==> config.mk <==
export PLATFORM = sky130hd
export DESIGN_NAME = ght_ctrl
export DESIGN_NICKNAME = d
export VERILOG_FILES = /design/src/design/ght_pkg.sv /design/src/design/ght_ctrl.sv
export SDC_FILE = /design/constraint.sdc
export NUM_CORES = 1
export LEC_CHECK = 0
export BUFFER_PORTS_ARGS = -buffer_cell sky130_fd_sc_hd__buf_2
export CAP_MARGIN = 10
export CORE_AREA = 2 2 39 41
export CTS_CLUSTER_DIAMETER = 200
export DETAILED_ROUTE_END_ITERATION = 6
export DIE_AREA = 0 0 41 43
export GPL_ROUTABILITY_DRIVEN = 0
export SLEW_MARGIN = 10
export SYNTH_ARGS = -nofsm -noshare
export SYNTH_HDL_FRONTEND = slang
export SYNTH_SLANG_ARGS = --single-unit
==> constraint.sdc <==
create_clock -name clk -period 1.7 [get_ports clk]
set_clock_uncertainty 0.2 [all_clocks]
set_input_delay 0.17 -clock clk [delete_from_list [all_inputs] [get_ports clk]]
set_output_delay 0.17 -clock clk [all_outputs]
set_load 0.01 [all_outputs]
==> src/design/ght_pkg.sv <==
// ----------------------------------------------------------------------------
// Generational handle table package
// Shared constants, command codes, controller states and the command and
// status words that pass between the controller and the datapath.
// ----------------------------------------------------------------------------
`default_nettype none
package ght_pkg;

	localparam int NUM_SLOTS     = 1024;
	localparam int NUM_TYPES     = 32;
	localparam int MAX_QUERY_OUT = 64;
	localparam int SLOT_W        = $clog2(NUM_SLOTS);
	localparam int CNT_W         = SLOT_W + 1;
	localparam int LIM_W         = 7;
	localparam int GEN_W         = 16;
	localparam int ENTRY_W       = GEN_W + 1 + NUM_TYPES;

	localparam logic REG_IDX_TYPES = 1'b0;

	typedef enum logic [3:0] {
		CMD_CREATE   = 4'd0,
		CMD_DESTROY  = 4'd1,
		CMD_IS_ALIVE = 4'd2,
		CMD_COUNT    = 4'd3,
		CMD_ADD      = 4'd4,
		CMD_REMOVE   = 4'd5,
		CMD_HAS      = 4'd6,
		CMD_GET_MASK = 4'd7,
		CMD_QUERY    = 4'd8
	} cmd_t;

	typedef enum logic [2:0] {
		ST_IDLE,
		ST_POP,
		ST_SLOT_RD,
		ST_EXEC,
		ST_SCAN_RD,
		ST_SCAN_CHK,
		ST_FIN
	} state_t;

	typedef struct packed {
		logic latch;
		logic pop;
		logic exec;
		logic take;
		logic step;
		logic fin;
	} ctl_t;

	typedef struct packed {
		logic stack_nonempty;
		logic out_free;
		logic match;
		logic last_slot;
		logic limit_hit;
		logic hold_valid;
		logic scan_empty;
	} sts_t;

endpackage
`default_nettype wire

==> src/design/ght_ctrl.sv <==
// ----------------------------------------------------------------------------
// Handle table controller
// Sequences memory reads, updates, query scans and result delivery.
// ----------------------------------------------------------------------------
`default_nettype none
module ght_ctrl
	import ght_pkg::*;
(
	input  wire logic       clk,
	input  wire logic       arst_n,
	input  wire logic       in_valid,
	input  wire logic [3:0] cmd,
	input  wire sts_t       sts,
	output logic            in_stall,
	output ctl_t            ctl
);
	state_t state_q, state_d;

	always_ff @(posedge clk or negedge arst_n) begin
		if (!arst_n) begin
			state_q <= ST_IDLE;
		end else begin
			state_q <= state_d;
		end
	end

	always_comb begin
		state_d = state_q;
		case (state_q)
			ST_IDLE: begin
				if (in_valid) begin
					if (cmd == CMD_QUERY) state_d = ST_SCAN_RD;
					else if (cmd == CMD_CREATE && sts.stack_nonempty) state_d = ST_POP;
					else state_d = ST_SLOT_RD;
				end
			end
			ST_POP:     state_d = ST_SLOT_RD;
			ST_SLOT_RD: state_d = ST_EXEC;
			ST_EXEC: begin
				if (sts.out_free) state_d = ST_IDLE;
			end
			ST_SCAN_RD: begin
				state_d = sts.scan_empty ? ST_FIN : ST_SCAN_CHK;
			end
			ST_SCAN_CHK: begin
				if (sts.match) begin
					if (!sts.hold_valid || sts.out_free) begin
						state_d = (sts.limit_hit || sts.last_slot) ? ST_FIN : ST_SCAN_RD;
					end
				end else begin
					state_d = sts.last_slot ? ST_FIN : ST_SCAN_RD;
				end
			end
			ST_FIN: begin
				if (sts.out_free) state_d = ST_IDLE;
			end
			default: state_d = ST_IDLE;
		endcase
	end

	always_comb begin
		ctl      = '0;
		in_stall = (state_q != ST_IDLE);
		case (state_q)
			ST_IDLE:  ctl.latch = in_valid;
			ST_POP:   ctl.pop = 1'b1;
			ST_EXEC:  ctl.exec = sts.out_free;
			ST_SCAN_CHK: begin
				if (sts.match) begin
					if (!sts.hold_valid || sts.out_free) begin
						ctl.take = 1'b1;
						ctl.step = !(sts.limit_hit || sts.last_slot);
					end
				end else begin
					ctl.step = !sts.last_slot;
				end
			end
			ST_FIN:   ctl.fin = sts.out_free;
			default:  ctl = '0;
		endcase
	end
endmodule
`default_nettype wire

# == Yosys cells after proc, flatten, opt, wreduce, memory -nomap -nowiden ==
# Index checks and enable logic that the tools add are counted.
# word_totals
regBits,3
wordCells,40
# op_classes
n_eq_ne,10
mux,18
n_reduce_logical,11
# ops
cell,n
3-bit one-hot mux with 6 select lines,1
3-bit two-way mux,5
2-bit two-way mux,6
"3-bit == test, second input constant",3
"3-bit by 2-bit == test with 1-bit output, second input constant",2
1-bit two-way mux,6
"4-bit == test, second input constant",1
4-bit zero test,1
"3-bit by 1-bit == test with 1-bit output, second input constant",1
1-bit zero test,3
3-bit zero test,1
"3-bit != test, second input constant",1
3-bit AND reduction,1
3-bit nonzero test,1
1-bit logical OR,2
"2-bit by 1-bit != test with 1-bit output, second input constant",1
"2-bit != test, second input constant",1
2-bit OR reduction,1
1-bit logical AND,1

# == Depth between registers and ports, before layout ==
# logic_depth
word_depth,6
depth_mapped,4
depth_no_buf,4

# == Least setup slack after synthesis ==
# OpenSTA, ideal clock, no wires.
# synth_timing
kind,register -> register
startpoint,reg state_q[2]
endpoint,reg state_q[1]
arrival_time_ns,1.103
required_time_ns,1.377
path_slack_ns,0.274
path_stages_with_launch,4
path_buffers,1
period_less_slack_ns,1.426
cell_sequence,dfrtp_1 -> buf_2 -> o31a_1 -> o221a_2
# synth_via
elab_chain_cells,4
# synth_rtl
item,line_no,source
"start, declared",ght_ctrl.sv:17,"state_t state_q, state_d;"
"start signal, assigned",ght_ctrl.sv:23,state_q <= state_d;
3-bit == test or 3-bit by 2-bit == test with 1-bit output (tied branches),ght_ctrl.sv:29,case (state_q)
2-bit OR reduction (no line),-,
2-bit by 1-bit != test with 1-bit output (no line),-,
3-bit AND reduction (no line),-,
# Parallel ways exist; a longest one is shown, timed or not.
# A chain may end at the register's enable or synchronous reset.

==> impl_metrics.tcl <==
set metrics [dict create \
    status "finished clean" \
    synth_top_cell_by_area "dfrtp_1" \
    crit_start "state_q[0]" \
    fin_crit_sh 0.963 \
    synthSimpleGateAreaFrac 0.446 \
    path_delay_family "flip-flops" \
    syn_nets 57 \
    port-buffer-count 20 \
    startpoint_type "flop" \
    design_area_um2 473 \
    top_regs "state_q: 3 flops" \
    slew_violations 0 \
    fin_crit_ns 1.64 \
    crit_path_cell_trace "nor2b_1 > and3_1 > buf_2" \
    yosysWarnings 0 \
    synth-async-reset-ratio 1.00 \
    grt_pass1_vias 330 \
    netlist_top_cells_count "5 x nand2_1, 5 x nor2_1, 4 x nor2b_1" \
    avgSynthCellArea_um2 7.51 \
    synthCells 43 \
    timing.rr.start "state_q[2]" \
    gr-total-overflow 0 \
    die_area_mm2 0.00176 \
    cts_tree "done" \
    hpwl_um 618 \
    drtPass1Iterations 2 \
    die_y_um 43 \
    core-area_mm2 0.00138 \
    worst_slew_pin_slew_ns 0.336 \
    r2r_end "state_q[0]" \
    seq_area_frac_synth 0.233 \
    vias_per_cell 4.68 \
    powerDensity_mw_per_mm2 1150 \
    finalHoldViolCount 0 \
    synth_area_um2 323 \
    max-cap-violations 0 \
    layout.nets 80 \
    synth-edff-count 0 \
    grt_first_pass_wirelength_mm 1.43 \
    synth_top_family_by_area "simple AND/OR/NAND/NOR gates" \
    io_pins 21 \
    syn_to_final_growth_pct 46.5 \
    ys_types 25 \
    clk_path_buf_depth 2 \
    insertion_delay_ns 0.24 \
    top_register "state_q" \
    largest_reg_flops 3 \
    rrSetupSlack_ns 0.19 \
    p_leak_nw 0.216 \
    rows 14 \
    synth_compound_area_frac 0.233 \
    post-place-ws_ns 0.164 \
    ys_seq_elements 3 \
    root_buffer "clkbuf_4" \
    yosys.area_share.xor_xnor 0 \
    clk_pin_slew_ns 0.04 \
    die_width_um 41 \
    htreeDepth 1 \
    vias 379 \
    grt_util_all_layers 0.126 \
    ant_nets 0 \
    dpl.cell_count 76 \
    yosys-mux-area-fraction 0 \
    critPathSlowestCell "dfrtp_2" \
    finalSetupTns_ns 0 \
    rsz0062_at_grt "false" \
    crit_required_ns 1.33 \
    cp-endpoint "ctl[1]" \
    wl_um 826 \
    slowest_delay_ns 0.49 \
    peakVddDrop_v 0.000341 \
    grt_max_degree 15 \
    cp_max_fo 14 \
    crit_type "flop to primary output" \
    ys.flop_type "dfrtp_1" \
    finalSetupViolations 0 \
    synth_top_area_share 0.233 \
    synth.area.top_cells "dfrtp_1 23%, nor2b_1 7.8%, nand2_1 5.8%, nor2_1 5.8%, buf_2 4.7%" \
    drtIter0Drc 2 \
    diodes 0 \
    antenna_found_initial 0 \
    fin_hold_ws_ns 0.0151 \
    drc 0 \
    p_total_uw 546 \
    ff2ff_path_depth 3 \
    clkSinkCount 3 \
    fmax_ghz 0.611 \
    cp_num_buf_inv 1 \
    instances_no_fill 81 \
    initial_utilization 0.233 \
    critical_path_cell_count 3 \
    max-slew-margin-rel 0.773 \
    synthAdderAreaFrac 0.0310 \
    fin_util 0.342 \
    cts_buffers 3 \
    hold_class "primary input to flop" \
    wire_per_inst_um 10.2 \
    drive_gt1_frac 0.477 \
    critPathCaptureType "primary output" \
    setup_slack_ns 0.0630 \
    crit_arrival_ns 1.27 \
    placed_area_um2 428 \
    postCtsSetupBuffers 0 \
]
[how the worst min path moves through the flow]
stage	start	endpoint	slack, ns	depth (start not counted)
2_1_floorplan	arst_n	state_q[0]	-0.33	0
3_3_place_gp	arst_n	state_q[1]	-0.23	1
3_5_place_dp	arst_n	state_q[2]	-0.23	1
4_1_cts	cmd[3]	state_q[2]	0.02	3
5_1_grt	cmd[3]	state_q[2]	0.009	3
6_report	cmd[3]	state_q[2]	0.02	3
[layout by cell type (no fill, tap or decap), types with 3 or more instances in the layout]
| cell | count |
|---|---|
| buf_2 | 20 |
| nor2_1 | 5 |
| nand2_1 | 5 |
| nor2b_1 | 4 |
| o21ai_0 | 3 |
| clkbuf_4 | 3 |
| dfrtp_2 | 3 |
[cell type report]
| class | instances | area, µm² |
|---|---|---|
| fill | 160 | 911 |
| inverter | 1 | 3.75 |
| multi-input combinational | 36 | 234 |
| clock buffer | 4 | 26.3 |
| sequential | 3 | 78.8 |
| tap | 16 | 20.0 |
| timing repair buffer | 21 | 110 |
[power by group]
| group | switching (mW) | internal (mW) |
|---|---|---|
| Combinational | 0.108 | 0.126 |
| Clock | 0.0406 | 0.0882 |
| Sequential | 0.0809 | 0.102 |
| Total | 0.230 | 0.316 |
[cells by family (layout without fill, tap and decap cells)]
kind of cell / count (synthesis) / count (layout)
buffers and inverters: 4 / 26
adders and majority gates: 1 / 1
DFF: 3 / 3
AOI/OAI and AO/OA: 10 / 10
and+or+nand+nor: 25 / 25
[worst min-delay path, stage by stage]
cell and delay, ns:
buf_2 0.12, nand2_1 0.05, o41ai_1 0.07
[timing repair]
action,CTS,global route
endpoints found under the setup margin,1,4
resized for setup,1,3
hold buffers,1,0
hold endpoints to repair,3,0
pin swaps,0,0
[layer usage]
layer  part of all wire  global-route usage  vias up
li1                   -                   -      203
met1               0.48               0.161      157
met2               0.40               0.150       17
met3              0.087              0.0628        2
met4              0.027               0.100        0
met5                  0                   0        -
No activity file was read; power rests on OpenSTA's default activity.
